`config.mk`:
```
export PLATFORM = sky130hd
export DESIGN_NAME = gtp_u_header_validator_flat
export DESIGN_NICKNAME = d
export VERILOG_FILES = /design/src/rtl/core/gtpuhv_pkg.sv /design/src/rtl/core/gtpuhv_req_if.sv /design/src/rtl/core/gtpuhv_rsp_if.sv /design/src/rtl/core/gtp_u_header_validator.sv /design/src/flat_wrapper.sv
export VERILOG_INCLUDE_DIRS = /design/src /design/src/rtl/core
export SDC_FILE = /design/constraint.sdc
export NUM_CORES = 1
export LEC_CHECK = 0
export BUFFER_PORTS_ARGS = -buffer_cell sky130_fd_sc_hd__clkbuf_2
export CAP_MARGIN = 20
export CORE_ASPECT_RATIO = 1.25
export CORE_UTILIZATION = 45
export CTS_CLUSTER_DIAMETER = 40
export DETAILED_ROUTE_END_ITERATION = 16
export PLACE_DENSITY_LB_ADDON = 0.2
export SLEW_MARGIN = 20
export SYNTH_ARGS = -nofsm -noshare
export SYNTH_HDL_FRONTEND = slang
export SYNTH_SLANG_ARGS = --single-unit
```
`constraint.sdc`:
```
create_clock -name clock -period 7.6 [get_ports clock]
set_input_delay 0 -clock clock [delete_from_list [all_inputs] [get_ports clock]]
set_output_delay 0 -clock clock [all_outputs]
set_load 0.01 [all_outputs]
```
`src/rtl/core/gtp_u_header_validator_defines.svh`:
```
// Assertion macros for the GTP-U header validator.
// Both macros sample on the rising edge of clock and are disabled during reset.
// Defining NO_ASSERTIONS removes every assertion.
`ifndef GTP_U_HEADER_VALIDATOR_DEFINES_SVH
`define GTP_U_HEADER_VALIDATOR_DEFINES_SVH

`ifndef NO_ASSERTIONS

`define GTPUHV_ASSERT(label, prop, msg) \
   label: assert property (@(posedge clock) disable iff (reset) prop) else $error(msg);

`define GTPUHV_ASSERT_NEVER(label, expr, msg) \
   `GTPUHV_ASSERT(label, !(expr), msg)

`else

`define GTPUHV_ASSERT(label, prop, msg)

`define GTPUHV_ASSERT_NEVER(label, expr, msg)

`endif

`endif

```
`src/rtl/core/gtpuhv_pkg.sv`:
```
package gtpuhv_pkg;

   localparam int MaxPacketBytesDefault = 65535;

   // Fixed header layout
   localparam logic [15:0] HdrBytes       = 16'd8;
   localparam logic [7:0]  FlagCheckMask  = 8'hf0;
   localparam logic [7:0]  FlagCheckValue = 8'h30;
   localparam logic [7:0]  OptPresentMask = 8'h07;
   localparam logic [7:0]  TypeTpdu       = 8'hff;
   localparam logic [15:0] OptBytes       = 16'd4;

   // Verdict codes
   localparam logic [2:0] StatusOk       = 3'd0;
   localparam logic [2:0] StatusShort    = 3'd1;
   localparam logic [2:0] StatusBadFlags = 3'd2;
   localparam logic [2:0] StatusBadType  = 3'd3;
   localparam logic [2:0] StatusShortMsg = 3'd4;
   localparam logic [2:0] StatusBadExt   = 3'd5;
   localparam logic [2:0] StatusBadIpVer = 3'd6;
   localparam logic [2:0] StatusTooLong  = 3'd7;

   localparam logic [3:0] IpVersion4 = 4'd4;
   localparam logic [3:0] IpVersion6 = 4'd6;

   // Header walk phases
   localparam logic [2:0] PhHeader = 3'd0;
   localparam logic [2:0] PhType   = 3'd1;
   localparam logic [2:0] PhLen    = 3'd2;
   localparam logic [2:0] PhDone   = 3'd3;
   localparam logic [2:0] PhStop   = 3'd4;

   typedef struct packed {
      logic [2:0]  status;
      logic [31:0] tunnel_id;
      logic [15:0] payload_offset;
      logic [15:0] payload_length;
      logic [3:0]  ip_version;
   } result_type;

endpackage

```
`src/rtl/core/gtpuhv_req_if.sv`:
```
interface gtpuhv_req_if;
   logic       valid;
   logic       ready;
   logic [7:0] data_byte;
   logic       last_byte;

   modport source (output valid, output data_byte, output last_byte, input ready);
   modport sink (input valid, input data_byte, input last_byte, output ready);
endinterface

```
`src/rtl/core/gtpuhv_rsp_if.sv`:
```
interface gtpuhv_rsp_if;
   logic        valid;
   logic        ready;
   logic [2:0]  status;
   logic [31:0] tunnel_id;
   logic [15:0] payload_offset;
   logic [15:0] payload_length;
   logic [3:0]  ip_version;

   modport source (output valid, output status, output tunnel_id, output payload_offset,
                   output payload_length, output ip_version, input ready);
   modport sink (input valid, input status, input tunnel_id, input payload_offset,
                 input payload_length, input ip_version, output ready);
endinterface

```
`src/rtl/core/gtp_u_header_validator.sv`:
```
// Verdicts are registered in the result register, or in the skid entry when it stalls.
// Throughput: one byte per cycle, back to back, across packet boundaries.
// A two-entry output stage (result register plus skid) holds verdicts; input stalls
// only while both entries are full.
// Reset: synchronous, active high; clears the parse state and empties the output stage.
`include "gtp_u_header_validator_defines.svh"

module gtp_u_header_validator #(
   parameter int MAX_PACKET_BYTES = gtpuhv_pkg::MaxPacketBytesDefault
) (
   input logic         clock,
   input logic         reset,
   gtpuhv_req_if.sink   req_bus,
   gtpuhv_rsp_if.source rsp_bus
);
   import gtpuhv_pkg::*;

   localparam logic [15:0] MaxBytes = 16'(MAX_PACKET_BYTES);

   // Parse state
   logic [15:0] byte_index_ff, byte_index_in;
   logic [7:0]  flag_bits_ff, flag_bits_in;
   logic [7:0]  message_type_ff, message_type_in;
   logic [15:0] declared_length_ff, declared_length_in;
   logic [31:0] teid_ff, teid_in;
   logic [15:0] remaining_ff, remaining_in;
   logic [15:0] next_pos_ff, next_pos_in;
   logic [2:0]  error_ff, error_in;
   logic [3:0]  inner_version_ff, inner_version_in;
   logic [2:0]  phase_ff, phase_in;
   logic [15:0] payload_pos_ff, payload_pos_in;
   logic        too_long_ff, too_long_in;
   logic        have_version_ff, have_version_in;

   // Values after this byte, before the end-of-packet clear
   logic [15:0] byte_index_step;
   logic [7:0]  flag_bits_step;
   logic [7:0]  message_type_step;
   logic [15:0] declared_length_step;
   logic [31:0] teid_step;
   logic [15:0] remaining_step;
   logic [15:0] next_pos_step;
   logic [2:0]  error_step;
   logic [3:0]  inner_version_step;
   logic [2:0]  phase_step;
   logic [15:0] payload_pos_step;
   logic        too_long_step;
   logic        have_version_step;

   logic [7:0]  b;
   logic [15:0] i;
   logic [15:0] ext_len;
   logic [16:0] ext_end;
   logic [16:0] msg_end;
   result_type  result;

   // Output stage
   logic       rsp_valid_ff, rsp_valid_in;
   result_type rsp_ff, rsp_in;
   logic       skid_valid_ff, skid_valid_in;
   result_type skid_ff, skid_in;

   logic accept;
   logic verdict;
   logic rsp_take;

   assign req_bus.ready = !skid_valid_ff;
   assign accept        = req_bus.valid && req_bus.ready;
   assign verdict       = accept && req_bus.last_byte;
   assign rsp_take      = rsp_valid_ff && rsp_bus.ready;

   assign b       = req_bus.data_byte;
   assign i       = byte_index_ff;
   assign ext_len = {6'd0, b, 2'b00};
   assign ext_end = {1'b0, i} + {1'b0, ext_len} - 17'd1;

   always_comb begin
      flag_bits_step       = flag_bits_ff;
      message_type_step    = message_type_ff;
      declared_length_step = declared_length_ff;
      teid_step            = teid_ff;
      remaining_step       = remaining_ff;
      next_pos_step        = next_pos_ff;
      error_step           = error_ff;
      inner_version_step   = inner_version_ff;
      phase_step           = phase_ff;
      payload_pos_step     = payload_pos_ff;
      have_version_step    = have_version_ff;

      too_long_step   = too_long_ff || (byte_index_ff >= MaxBytes);
      byte_index_step = (byte_index_ff == 16'hffff) ? byte_index_ff
                                                     : byte_index_ff + 16'd1;

      if (!too_long_step) begin
         if (i < HdrBytes) begin
            case (i[2:0])
               3'd0: flag_bits_step = b;
               3'd1: message_type_step = b;
               3'd2: declared_length_step = {b, declared_length_ff[7:0]};
               3'd3: declared_length_step = {declared_length_ff[15:8], b};
               default: teid_step = {teid_ff[23:0], b};
            endcase
            if (i == HdrBytes - 16'd1) begin
               if ((flag_bits_ff & OptPresentMask) != 8'd0) begin
                  if (declared_length_ff < OptBytes) begin
                     remaining_step = declared_length_ff;
                     error_step     = StatusShortMsg;
                     phase_step     = PhStop;
                  end else begin
                     // sequence number, N-PDU number, then the first next-type octet
                     remaining_step = declared_length_ff - OptBytes;
                     next_pos_step  = HdrBytes + 16'd3;
                     phase_step     = PhType;
                  end
               end else begin
                  remaining_step   = declared_length_ff;
                  payload_pos_step = HdrBytes;
                  phase_step       = PhDone;
               end
            end
         end else if (phase_ff == PhType && i == next_pos_ff) begin
            if (b == 8'd0) begin
               payload_pos_step = i + 16'd1;
               phase_step       = PhDone;
            end else if (remaining_ff == 16'd0) begin
               error_step = StatusShortMsg;
               phase_step = PhStop;
            end else begin
               next_pos_step = i + 16'd1;
               phase_step    = PhLen;
            end
         end else if (phase_ff == PhLen && i == next_pos_ff) begin
            if (b == 8'd0) begin
               error_step = StatusBadExt;
               phase_step = PhStop;
            end else if (remaining_ff < ext_len) begin
               error_step = StatusShortMsg;
               phase_step = PhStop;
            end else begin
               remaining_step = remaining_ff - ext_len;
               next_pos_step  = ext_end[16] ? 16'hffff : ext_end[15:0];
               phase_step     = PhType;
            end
         end else if (phase_ff == PhDone && i == payload_pos_ff && remaining_ff != 16'd0) begin
            inner_version_step = b[7:4];
            have_version_step  = 1'b1;
         end
      end
   end

   assign msg_end = {1'b0, HdrBytes} + {1'b0, declared_length_step};

   always_comb begin
      result = '0;
      if (too_long_step) begin
         result.status = StatusTooLong;
      end else if (byte_index_step < HdrBytes) begin
         result.status = StatusShort;
      end else begin
         result.tunnel_id = teid_step;
         if ((flag_bits_step & FlagCheckMask) != FlagCheckValue) begin
            result.status = StatusBadFlags;
         end else if (message_type_step != TypeTpdu) begin
            result.status = StatusBadType;
         end else if (msg_end > {1'b0, byte_index_step}) begin
            result.status = StatusShortMsg;
         end else if (error_step != StatusOk) begin
            result.status = error_step;
         end else if (phase_step != PhDone) begin
            result.status = StatusShortMsg;
         end else begin
            result.payload_offset = payload_pos_step;
            result.payload_length = remaining_step;
            result.ip_version     = have_version_step ? inner_version_step : 4'd0;
            if (!have_version_step ||
                (inner_version_step != IpVersion4 && inner_version_step != IpVersion6)) begin
               result.status = StatusBadIpVer;
            end
         end
      end
   end

   // Next state: hold when idle, step on a byte, clear after the verdict
   always_comb begin
      byte_index_in      = byte_index_ff;
      flag_bits_in       = flag_bits_ff;
      message_type_in    = message_type_ff;
      declared_length_in = declared_length_ff;
      teid_in            = teid_ff;
      remaining_in       = remaining_ff;
      next_pos_in        = next_pos_ff;
      error_in           = error_ff;
      inner_version_in   = inner_version_ff;
      phase_in           = phase_ff;
      payload_pos_in     = payload_pos_ff;
      too_long_in        = too_long_ff;
      have_version_in    = have_version_ff;
      if (verdict) begin
         byte_index_in      = '0;
         flag_bits_in       = '0;
         message_type_in    = '0;
         declared_length_in = '0;
         teid_in            = '0;
         remaining_in       = '0;
         next_pos_in        = '0;
         error_in           = StatusOk;
         inner_version_in   = '0;
         phase_in           = PhHeader;
         payload_pos_in     = '0;
         too_long_in        = 1'b0;
         have_version_in    = 1'b0;
      end else if (accept) begin
         byte_index_in      = byte_index_step;
         flag_bits_in       = flag_bits_step;
         message_type_in    = message_type_step;
         declared_length_in = declared_length_step;
         teid_in            = teid_step;
         remaining_in       = remaining_step;
         next_pos_in        = next_pos_step;
         error_in           = error_step;
         inner_version_in   = inner_version_step;
         phase_in           = phase_step;
         payload_pos_in     = payload_pos_step;
         too_long_in        = too_long_step;
         have_version_in    = have_version_step;
      end
   end

   always_comb begin
      rsp_valid_in  = rsp_valid_ff;
      rsp_in        = rsp_ff;
      skid_valid_in = skid_valid_ff;
      skid_in       = skid_ff;
      if (rsp_take || !rsp_valid_ff) begin
         if (skid_valid_ff) begin
            rsp_valid_in  = 1'b1;
            rsp_in        = skid_ff;
            skid_valid_in = 1'b0;
         end else begin
            rsp_valid_in = verdict;
            rsp_in       = result;
         end
      end else if (verdict) begin
         // result register is stalled: park the verdict in the skid entry
         skid_valid_in = 1'b1;
         skid_in       = result;
      end
   end

   always_ff @(posedge clock) begin
      if (reset) begin
         byte_index_ff      <= '0;
         flag_bits_ff       <= '0;
         message_type_ff    <= '0;
         declared_length_ff <= '0;
         teid_ff            <= '0;
         remaining_ff       <= '0;
         next_pos_ff        <= '0;
         error_ff           <= StatusOk;
         inner_version_ff   <= '0;
         phase_ff           <= PhHeader;
         payload_pos_ff     <= '0;
         too_long_ff        <= 1'b0;
         have_version_ff    <= 1'b0;
         rsp_valid_ff       <= 1'b0;
         skid_valid_ff      <= 1'b0;
      end else begin
         byte_index_ff      <= byte_index_in;
         flag_bits_ff       <= flag_bits_in;
         message_type_ff    <= message_type_in;
         declared_length_ff <= declared_length_in;
         teid_ff            <= teid_in;
         remaining_ff       <= remaining_in;
         next_pos_ff        <= next_pos_in;
         error_ff           <= error_in;
         inner_version_ff   <= inner_version_in;
         phase_ff           <= phase_in;
         payload_pos_ff     <= payload_pos_in;
         too_long_ff        <= too_long_in;
         have_version_ff    <= have_version_in;
         rsp_valid_ff       <= rsp_valid_in;
         skid_valid_ff      <= skid_valid_in;
      end
   end

   always_ff @(posedge clock) begin
      rsp_ff  <= rsp_in;
      skid_ff <= skid_in;
   end

   assign rsp_bus.valid          = rsp_valid_ff;
   assign rsp_bus.status         = rsp_ff.status;
   assign rsp_bus.tunnel_id      = rsp_ff.tunnel_id;
   assign rsp_bus.payload_offset = rsp_ff.payload_offset;
   assign rsp_bus.payload_length = rsp_ff.payload_length;
   assign rsp_bus.ip_version     = rsp_ff.ip_version;

   `GTPUHV_ASSERT_NEVER(a_skid_without_main, skid_valid_ff && !rsp_valid_ff, "skid entry full while result register empty")
   `GTPUHV_ASSERT(a_state_cleared_after_verdict, verdict |=> (byte_index_ff == 16'd0 && phase_ff == PhHeader), "parse state not cleared after last byte")
   `GTPUHV_ASSERT(a_ok_has_ip_version, (rsp_valid_ff && rsp_ff.status == StatusOk) |-> (rsp_ff.ip_version == IpVersion4 || rsp_ff.ip_version == IpVersion6), "ok verdict without IPv4 or IPv6 payload")
   `GTPUHV_ASSERT(a_short_fields_zero, (rsp_valid_ff && (rsp_ff.status == StatusShort || rsp_ff.status == StatusTooLong)) |-> (rsp_ff.tunnel_id == 32'd0 && rsp_ff.payload_length == 16'd0), "short or too-long verdict carries header fields")

endmodule
```
`src/flat_wrapper.sv`:
```
// flat-port wrapper written by rule: the top's interface ports become plain ports
module gtp_u_header_validator_flat import gtpuhv_pkg::*;
#(
   parameter int MAX_PACKET_BYTES = gtpuhv_pkg::MaxPacketBytesDefault
)
  (clock, reset, req_bus_valid, req_bus_data_byte, req_bus_last_byte, req_bus_ready, rsp_bus_valid, rsp_bus_status, rsp_bus_tunnel_id, rsp_bus_payload_offset, rsp_bus_payload_length, rsp_bus_ip_version, rsp_bus_ready);
  gtpuhv_req_if req_bus_i ();
  gtpuhv_rsp_if rsp_bus_i ();
  input logic clock;
  input logic reset;
  input wire logic [$bits(req_bus_i.valid)-1:0] req_bus_valid;
  input wire logic [$bits(req_bus_i.data_byte)-1:0] req_bus_data_byte;
  input wire logic [$bits(req_bus_i.last_byte)-1:0] req_bus_last_byte;
  output wire logic [$bits(req_bus_i.ready)-1:0] req_bus_ready;
  output wire logic [$bits(rsp_bus_i.valid)-1:0] rsp_bus_valid;
  output wire logic [$bits(rsp_bus_i.status)-1:0] rsp_bus_status;
  output wire logic [$bits(rsp_bus_i.tunnel_id)-1:0] rsp_bus_tunnel_id;
  output wire logic [$bits(rsp_bus_i.payload_offset)-1:0] rsp_bus_payload_offset;
  output wire logic [$bits(rsp_bus_i.payload_length)-1:0] rsp_bus_payload_length;
  output wire logic [$bits(rsp_bus_i.ip_version)-1:0] rsp_bus_ip_version;
  input wire logic [$bits(rsp_bus_i.ready)-1:0] rsp_bus_ready;
  assign req_bus_i.valid = req_bus_valid;
  assign req_bus_i.data_byte = req_bus_data_byte;
  assign req_bus_i.last_byte = req_bus_last_byte;
  assign req_bus_ready = req_bus_i.ready;
  assign rsp_bus_valid = rsp_bus_i.valid;
  assign rsp_bus_status = rsp_bus_i.status;
  assign rsp_bus_tunnel_id = rsp_bus_i.tunnel_id;
  assign rsp_bus_payload_offset = rsp_bus_i.payload_offset;
  assign rsp_bus_payload_length = rsp_bus_i.payload_length;
  assign rsp_bus_ip_version = rsp_bus_i.ip_version;
  assign rsp_bus_i.ready = rsp_bus_ready;
  gtp_u_header_validator #(.MAX_PACKET_BYTES(MAX_PACKET_BYTES)) u_core (.clock(clock), .reset(reset), .req_bus(req_bus_i), .rsp_bus(rsp_bus_i));
endmodule
```
== Yosys cells after proc, flatten, opt, wreduce, memory -nomap -nowiden ==
Cells that the tools add are included.

* Bits of input ports: 13
* Output and inout bits: 73
* Logic and storage cells: 177
* Bits in registers: 284

* Add/subtract/negate cells: 6
* $lt $le $gt $ge: 6
* Reduce and logical (&&, ||, !) cells: 27
* Multiplexer cells: 89
* Equal/unequal tests: 21
* Bitwise logic cells: 2

{| class="wikitable"
|+ Operators with widths
! kind !! number
|-
| 16-bit 2-to-1 mux || 29
|-
| 36-bit 2-to-1 mux || 5
|-
| 68-bit 2-to-1 mux || 2
|-
| 32-bit 2-to-1 mux || 3
|-
| 3-bit 2-to-1 mux || 30
|-
| 71-bit 2-to-1 mux || 1
|-
| 8-bit 2-to-1 mux || 6
|-
| 16-bit equality test || 2
|-
| 16-bit by 4-bit less-than comparator with 1-bit output, second input constant || 2
|-
| 16-bit case mux with 2 select lines || 1
|-
| 4-bit 2-to-1 mux || 6
|-
| 16-bit by 10-bit adder with 17-bit output || 1
|-
| 4-bit by 16-bit adder with 17-bit output, first input constant || 1
|-
| 17-bit by 16-bit > comparator with 1-bit output || 1
|-
| 17-bit by 1-bit subtractor with 17-bit output, second input constant || 1
|-
| 16-bit by 1-bit adder with 16-bit output, second input constant || 1
|-
| 16-bit equality test, second input constant || 1
|-
| 16-bit by 3-bit equality test with 1-bit output, second input constant || 1
|-
| 16-bit >= comparator, second input constant || 1
|-
| 16-bit zero test || 1
|-
| 16-bit by 10-bit less-than comparator with 1-bit output || 1
|-
| 16-bit by 3-bit less-than comparator with 1-bit output, second input constant || 1
|-
| 16-bit nonzero test || 1
|-
| 16-bit by 10-bit subtractor with 16-bit output || 1
|-
| other kinds (24) || 51
|}

== Longest topological paths before layout ==
* Depth after elaboration: 20
* Depth in mapped cells: 25
* Depth with buffers taken out: 21

== Worst setup path after synthesis ==
OpenSTA, ideal clock, no wires.

* Path type: reg-to-reg
* Start point: reg u_core.rsp_valid_ff, in the netlist u_core.rsp_bus.valid
* End point: reg u_core.skid_ff[0] (netlist name) (enable)
* Arrival: 5212 ps
* Setup slack: 1888 ps
* Clock period less this slack: 5712 ps
* Library setup time: 500 ps
* Required time: 7100 ps
* Cell stages (with the launch flop): 3
* Path buffers: 0
* Cell sequence: dfxtp_1 nand2b_1 nor2_1

* Word-level cells in the longest chain between the ends: 4
* Elaborated cells between the ends (all ways): 5
* Those cells by class: bitwise: 1; reduce/logical: 4

{| class="wikitable"
|+ RTL lines
! item !! line !! source
|-
| from (decl) || gtp_u_header_validator.sv:58 || <nowiki>logic rsp_valid_ff, rsp_valid_in;</nowiki>
|-
| from (signal assigned) || gtp_u_header_validator.sv:281 || <nowiki>rsp_valid_ff <= rsp_valid_in;</nowiki>
|-
| 1-bit logical AND or 1-bit zero test (tied branches) || gtp_u_header_validator.sv:70, gtp_u_header_validator.sv:234 ||
|-
| 1-bit logical OR * || gtp_u_header_validator.sv:234 || <nowiki>if (rsp_take || !rsp_valid_ff) begin</nowiki>
|-
| 1-bit inverter (no source line) * || - ||
|-
| 2-bit AND reduction (no source line) * || - ||
|-
| to (signal assigned) || gtp_u_header_validator.sv:288 || <nowiki>skid_ff <= skid_in;</nowiki>
|-
| to (decl) || gtp_u_header_validator.sv:61 || <nowiki>result_type skid_ff, skid_in;</nowiki>
|}

Mark *: on every way between the ends. The rest lies on a longest branch, timed or not.
A chain may end at the register's enable or synchronous reset.

== Worst setup path after layout ==
* Start point: reg u_core.byte_index_ff[10]
* End point: reg u_core.rsp_ff (netlist bit u_core.rsp_bus.payload_offset[11]), data pin

* Elaborated cells between the ends (all ways): 46
* Those cells by class: add/sub: 2; order compare: 4; eq/ne: 6; mux: 30; reduce/logical: 4

{| class="wikitable"
|+ RTL lines
! item !! line !! source
|-
| from (decl) || gtp_u_header_validator.sv:21 || <nowiki>logic [15:0] byte_index_ff, byte_index_in;</nowiki>
|-
| from (signal assigned) || gtp_u_header_validator.sv:268 || <nowiki>byte_index_ff <= byte_index_in;</nowiki>
|-
| 16-bit by 4-bit less-than comparator with 1-bit output or 16-bit >= comparator (tied branches) || gtp_u_header_validator.sv:95, gtp_u_header_validator.sv:90 ||
|-
| 16-bit 2-to-1 mux or 1-bit logical OR (tied branches) || gtp_u_header_validator.sv:95, gtp_u_header_validator.sv:90 ||
|-
| 16-bit 2-to-1 mux * || gtp_u_header_validator.sv:94 || <nowiki>if (!too_long_step) begin</nowiki>
|-
| named net u_core.declared_length_step[3] || gtp_u_header_validator.sv:39 || <nowiki>logic [15:0] declared_length_step;</nowiki>
|-
| 4-bit by 16-bit adder with 17-bit output * || gtp_u_header_validator.sv:151 || <nowiki>assign msg_end = {1'b0, HdrBytes} + {1'b0, declared_length_step};</nowiki>
|-
| 17-bit by 16-bit > comparator with 1-bit output * || gtp_u_header_validator.sv:165 || <nowiki>end else if (msg_end > {1'b0, byte_index_step}) begin</nowiki>
|-
| 36-bit 2-to-1 mux * || gtp_u_header_validator.sv:165 ||
|-
| 36-bit 2-to-1 mux * || gtp_u_header_validator.sv:163 || <nowiki>end else if (message_type_step != TypeTpdu) begin</nowiki>
|-
| 36-bit 2-to-1 mux * || gtp_u_header_validator.sv:161 || <nowiki>if ((flag_bits_step & FlagCheckMask) != FlagCheckValue) begin</nowiki>
|-
| 68-bit 2-to-1 mux * || gtp_u_header_validator.sv:157 || <nowiki>end else if (byte_index_step < HdrBytes) begin</nowiki>
|-
| 68-bit 2-to-1 mux * || gtp_u_header_validator.sv:155 || <nowiki>if (too_long_step) begin</nowiki>
|-
| 71-bit 2-to-1 mux * || gtp_u_header_validator.sv:235 || <nowiki>if (skid_valid_ff) begin</nowiki>
|-
| to (signal assigned) || gtp_u_header_validator.sv:287 || <nowiki>rsp_ff <= rsp_in;</nowiki>
|-
| to (decl) || gtp_u_header_validator.sv:59 || <nowiki>result_type rsp_ff, rsp_in;</nowiki>
|}

The timed path passes the listed nets; every way through them passes the cells marked *.

==> summary.md <==
| Metric | Value |
|---|---|
| Slowest stage delay, CP | `1.11 ns` |
| Xor/xnor cell area share of the yosys netlist | `roughly 5.5%` |
| TritonCTS clock tree | `built` |
| Worst-path cell with the longest stage delay | `sky130_fd_sc_hd__or4_2` |
| Relative slew slack | `31.8%` |
| Total non-filler cell area in the finished layout | `18,200 µm²` |
| Row count | `between 70 and 80` |
| Max Cap Violations | `0` |
| Top cell type's share of synthesized area | `26.7%` |
| Top achievable clock speed | `around 150 MHz` |
| Detailed-placement wirelength estimate | `33.3 mm` |
| Number of port buffers | `85` |
| Setup slack of the most critical reg-to-reg path | `0.98 ns` |
| End of the worst register-to-register path | `u_core.rsp_bus.payload_offset[11]` |
| Iteration-0 DRC Markers | `1,178` |
| Worst vdd rail ir drop | `0.151 mV` |
| Cells traversed along the worst timing path | `inv_1 -> ha_1 -> and3_1 -> a21boi_0 -> nor4_2 -> buf_4 -> nand3_1 -> and2_1 -> inv_1 -> nand3_1 -> nor3_1 -> nand2_1 -> xnor2_1 -> ha_1 -> a21o_1 -> a21o_1 -> a211oi_1 -> o21ai_0 -> nor3_1 -> o21ai_1 -> or4_2 -> buf_4 -> o31ai_2` |
| Global-route wire length before repair | `72.5 mm` |
| Number of buffers added for setup after CTS | `0` |
| Final number of setup-violating endpoints | `0` |
| Endpoint type of the worst setup path | `register` |
| Critical path class | `register to register` |
| Area contributors post-synth | `sky130_fd_sc_hd__edfxtp_1 (27%), sky130_fd_sc_hd__dfxtp_1 (18%), sky130_fd_sc_hd__nand2_1 (6.2%), sky130_fd_sc_hd__ha_1 (5.0%), sky130_fd_sc_hd__nor2_1 (4.5%)` |
| Overall routing resource usage | `25.9%` |
| Cell internal pwr | `3.02 mW` |
| Largest family of logic cells by synthesized area | `simple AND/OR/NAND/NOR gates` |
| Period utilization | `roughly 87%` |
| GRT overflow | `0` |
| Routability cong. | `0.986` |
| Max Slew Vio Count | `0` |
| Antenna violations before repair | `0` |
| Final TNS setup | `0 ns` |
| Crit path DAT | `6.97 ns` |
| Part of the Yosys area used for sequential elements | `44.3%` |
| Share of synthesized cell area in full adder, half adder and majority cells | `5.26%` |
| Overall die width | `171 µm` |
| Fillers | `approximately 3.2k` |
| Average routed wire per standard cell | `between 20 and 25 µm` |
| Fraction of the core area covered by cells at the end of the flow | `52.5%` |
| Clock edge transition at the registers on the reported setup and hold paths | `approximately 0.06 ns` |
| Min-delay src | `reset` |
| Drt total wl | `46.6 mm` |
| Antenna-violating nets left | `0` |
| Min-delay worst type | `input pin to register` |
| Root buf cell | `sky130_fd_sc_hd__clkbuf_16` |
| Synth warn | `0` |
| Routed vias | `13.4k` |
| Final routed DRC violation total | `0` |
| Worst reg-to-reg path cell count | `23` |
| Total power divided by cell area | `~230 nW/µm²` |
| Initial core utilization | `46.0%` |
| Outcome | `finished, final reports clean` |
| Min-Delay Path Depth | `3` |
| Layout Skew | `0.0298 ns` |
| H-Tree Level Count | `2` |
| Clock buffers created by TritonCTS | `39` |
| Area Growth Syn to Fin | `14.0%` |
| Cell area reported after detailed placement | `~17,000 µm²` |
| Flip-flop and latch count after synthesis | `approximately 280` |
| Post-synth top area cell | `sky130_fd_sc_hd__edfxtp_1` |
| Number of sinks handled by clock tree synthesis | `283` |
| Cell area after technology mapping | `16,000 µm²` |
| Longest Clk Path Bufs | `3` |
| Count of flip-flops with a built-in enable after synthesis | `about 140` |
| Net switching power | `1.12 mW` |
| Hold Path Sink | `u_core.skid_valid_ff` |
| Count of antenna diodes in the layout | `0` |
| Pre-antenna DRT Iters | `10` |
| Worst Tran Pin Value | `between 1 and 1.5 ns` |
| Endpoint required time on the critical path | `7.95 ns` |
| Area of the die | `36,300 µm²` |
| Net switching share of the total power | `between 20% and 30%` |
| Logic gate share of total power | `about 14%` |
| Worst flop-to-flop path startpoint | `u_core.byte_index_ff[10]` |
| Type of origin of the critical path | `register` |
| Pin count of the biggest net entering global routing | `75` |
| Fraction of final layout cells with drive strength greater than 1 | `between 10% and 20%` |
| Final period demand of the worst path | `6.62 ns` |
| Mean number of vias per cell | `5.79` |
| Number of primary I/O pins | `between 80 and 90` |
| Post-Synthesis Cells | `1,770` |
| Synthesized area per cell | `9.03 µm²` |
| Maximum fanout encountered on the critical timing path | `37` |
| Vias in the first global route | `roughly 13k` |
| Hold violation count in the final report | `0` |
| Setup repair after global routing missed its margin | `no` |
| Area of the placeable core | `34,700 µm²` |
| Clock group share of total power | `45.7%` |
| Unique masters post-synth | `76` |
| Total nets after synthesis | `approximately 1.8k` |
| Sequential cell fraction of total power | `40.5%` |
| Worst-Skew Late Latency | `0.55 ns` |
| Vertical extent of the die | `between 200 and 250 µm` |
| Commonest register cell after synthesis | `sky130_fd_sc_hd__edfxtp_1` |
| Final Net Count | `1,897` |
| Fraction of the mapped netlist area in compound gates | `17.5%` |
| Mux cell area share after synthesis | `2.79%` |
| Area share of and/or/nand/nor cells after synthesis | `20.0%` |
| Leak Pwr | `roughly 6.7 nW` |
| Share of synthesized registers carrying an async set or reset | `0%` |
cells in the mapped netlist, types with 4 or more instances:
| cell | n |
|---|---|
| sky130_fd_sc_hd__a211oi_1 | 24 |
| sky130_fd_sc_hd__a21o_1 | 7 |
| sky130_fd_sc_hd__a21oi_1 | 124 |
| sky130_fd_sc_hd__a22o_1 | 6 |
| sky130_fd_sc_hd__a22oi_1 | 16 |
| sky130_fd_sc_hd__a31oi_1 | 11 |
| sky130_fd_sc_hd__a32o_1 | 6 |
| sky130_fd_sc_hd__and2_1 | 14 |
| sky130_fd_sc_hd__and3_1 | 7 |
| sky130_fd_sc_hd__buf_1 | 6 |
| sky130_fd_sc_hd__buf_2 | 21 |
| sky130_fd_sc_hd__buf_6 | 7 |
| sky130_fd_sc_hd__clkbuf_1 | 79 |
| sky130_fd_sc_hd__dfxtp_1 | 141 |
| sky130_fd_sc_hd__edfxtp_1 | 142 |
| sky130_fd_sc_hd__ha_1 | 64 |
| sky130_fd_sc_hd__inv_1 | 59 |
| sky130_fd_sc_hd__mux2_2 | 5 |
| sky130_fd_sc_hd__mux2i_1 | 39 |
| sky130_fd_sc_hd__nand2_1 | 264 |
| sky130_fd_sc_hd__nand2b_1 | 15 |
| sky130_fd_sc_hd__nand3_1 | 61 |
| sky130_fd_sc_hd__nand3b_1 | 4 |
| sky130_fd_sc_hd__nand4_1 | 24 |
| sky130_fd_sc_hd__nor2_1 | 192 |
| sky130_fd_sc_hd__nor2b_1 | 11 |
| sky130_fd_sc_hd__nor3_1 | 46 |
| sky130_fd_sc_hd__nor4_1 | 24 |
| sky130_fd_sc_hd__o211ai_1 | 6 |
| sky130_fd_sc_hd__o21a_1 | 10 |
| sky130_fd_sc_hd__o21ai_0 | 54 |
| sky130_fd_sc_hd__o221ai_1 | 4 |
| sky130_fd_sc_hd__o31ai_1 | 45 |
| sky130_fd_sc_hd__o31ai_2 | 37 |
| sky130_fd_sc_hd__or2_2 | 9 |
| sky130_fd_sc_hd__or3_1 | 19 |
| sky130_fd_sc_hd__or4_1 | 6 |
| sky130_fd_sc_hd__xnor2_1 | 66 |
| sky130_fd_sc_hd__xor2_1 | 34 |
power groups by stage:
stage / Clock (mW) / Combinational [mW] / Sequential [mW]
after floorplan: 0 / 0.389 / 1.70
after global placement: 0 / 0.554 / 1.71
after detailed placement: 0 / 0.558 / 1.71
after CTS: 1.91 / 0.566 / 1.68
after global routing: 1.97 / 0.624 / 1.68
final: 1.89 / 0.572 / 1.68
final cells by class:
class                   count  area, µm²  share of cell area [%]
clock buffers              47       1050                    5.75
repair buffers            121        726                    3.98
multi-input cells        1313       8240                    45.2
well taps                 468        586                    3.21
clock inverters            25        307                    1.68
inverters                  60        225                    1.24
flip-flops and latches    283       7090                    38.9
critical path: cells and delay by family (launching register included):
kind                       cells  cell delay (ns)
adders and majority gates      2             0.58
xor gates and xnor gates       1             0.16
AOI/OAI and AO/OA              7             1.31
and+or+nand+nor                9             2.89
buffers and inverters          4             0.94
DFF                            1             0.52
cells in the final DEF (no fill, tap or decap), types with 19 or more instances in the layout:
master and count:
sky130_fd_sc_hd__ha_1 64, sky130_fd_sc_hd__nand4_1 24, sky130_fd_sc_hd__inv_1 59, sky130_fd_sc_hd__o21ai_0 54
sky130_fd_sc_hd__xnor2_1 66, sky130_fd_sc_hd__dfxtp_1 140, sky130_fd_sc_hd__a21oi_1 124, sky130_fd_sc_hd__or3_1 19
sky130_fd_sc_hd__a211oi_1 24, sky130_fd_sc_hd__o31ai_1 44, sky130_fd_sc_hd__buf_4 24, sky130_fd_sc_hd__xor2_1 34
sky130_fd_sc_hd__nor3_1 45, sky130_fd_sc_hd__nand3_1 61, sky130_fd_sc_hd__nor2_1 191, sky130_fd_sc_hd__clkbuf_16 40
sky130_fd_sc_hd__o31ai_2 37, sky130_fd_sc_hd__edfxtp_1 142, sky130_fd_sc_hd__nor4_1 21, sky130_fd_sc_hd__mux2i_1 39
sky130_fd_sc_hd__clkbuf_2 85, sky130_fd_sc_hd__nand2_1 262
state kept, by name, summed over array words and instances (netlist names), 8 cells and up:
register	count
u_core.rsp_bus.payload_offset	16
u_core.payload_pos_ff	16
u_core.declared_length_ff	16
u_core.skid_ff	71
u_core.message_type_ff	8
u_core.teid_ff	32
u_core.remaining_ff	16
u_core.byte_index_ff	16
u_core.next_pos_ff	16
u_core.rsp_bus.tunnel_id	32
u_core.rsp_bus.payload_length	16
cells by family (layout without fill, tap and decap cells):
family	after synthesis	after routing
adder cells (fa/ha/maj)	66	66
buffers and inverters	174	253
multiplexers	44	44
AO/OA/AOI/OAI	395	395
AND/OR/NAND/NOR	708	708
flip-flops	283	283
XOR/XNOR	100	100
worst max-delay path by stage:
stage | from | to | slack (ns)
2_1_floorplan | u_core.rsp_bus.valid | u_core.skid_ff[0] | 1.89
3_3_place_gp | u_core.byte_index_ff[10] | u_core.rsp_bus.payload_offset[8] | 1.15
3_5_place_dp | u_core.byte_index_ff[10] | u_core.rsp_bus.payload_offset[11] | 0.98
4_1_cts | u_core.byte_index_ff[10] | u_core.rsp_bus.payload_offset[11] | 0.97
5_1_grt | u_core.byte_index_ff[10] | u_core.rsp_bus.payload_offset[13] | 0.45
6_report | u_core.byte_index_ff[10] | u_core.rsp_bus.payload_offset[11] | 0.98
through the flow:
step / total power [mW] / worst slack, ns / hold WS, ns / instances
finish: 4.14 / 0.982 / 0.252 / 2317
global route: 4.28 / 0.446 / 0.289 / 2317
CTS: 4.15 / 0.968 / 0.213 / 2317
detailed placement: 2.27 / 0.981 / 0.235 / 2233
global placement: 2.26 / 1.15 / 0.230 / 2233
floorplan: 2.09 / 1.89 / 0.0691 / 1770
layer usage:
layer	track usage, %	share of wire, %	vias up
met4	13.7	5.1	0
met5	0	0	-
li1	-	-	6448
met1	30.9	40	6379
met3	2.76	4.4	128
met2	45.6	50	465
repair_timing:
item / in CTS / in global routing
gates resized for setup: 0 / 0
hold buffers: 12 / 0
hold endpoints to repair: 29 / 0
Power figures use the tool's default switching activity.
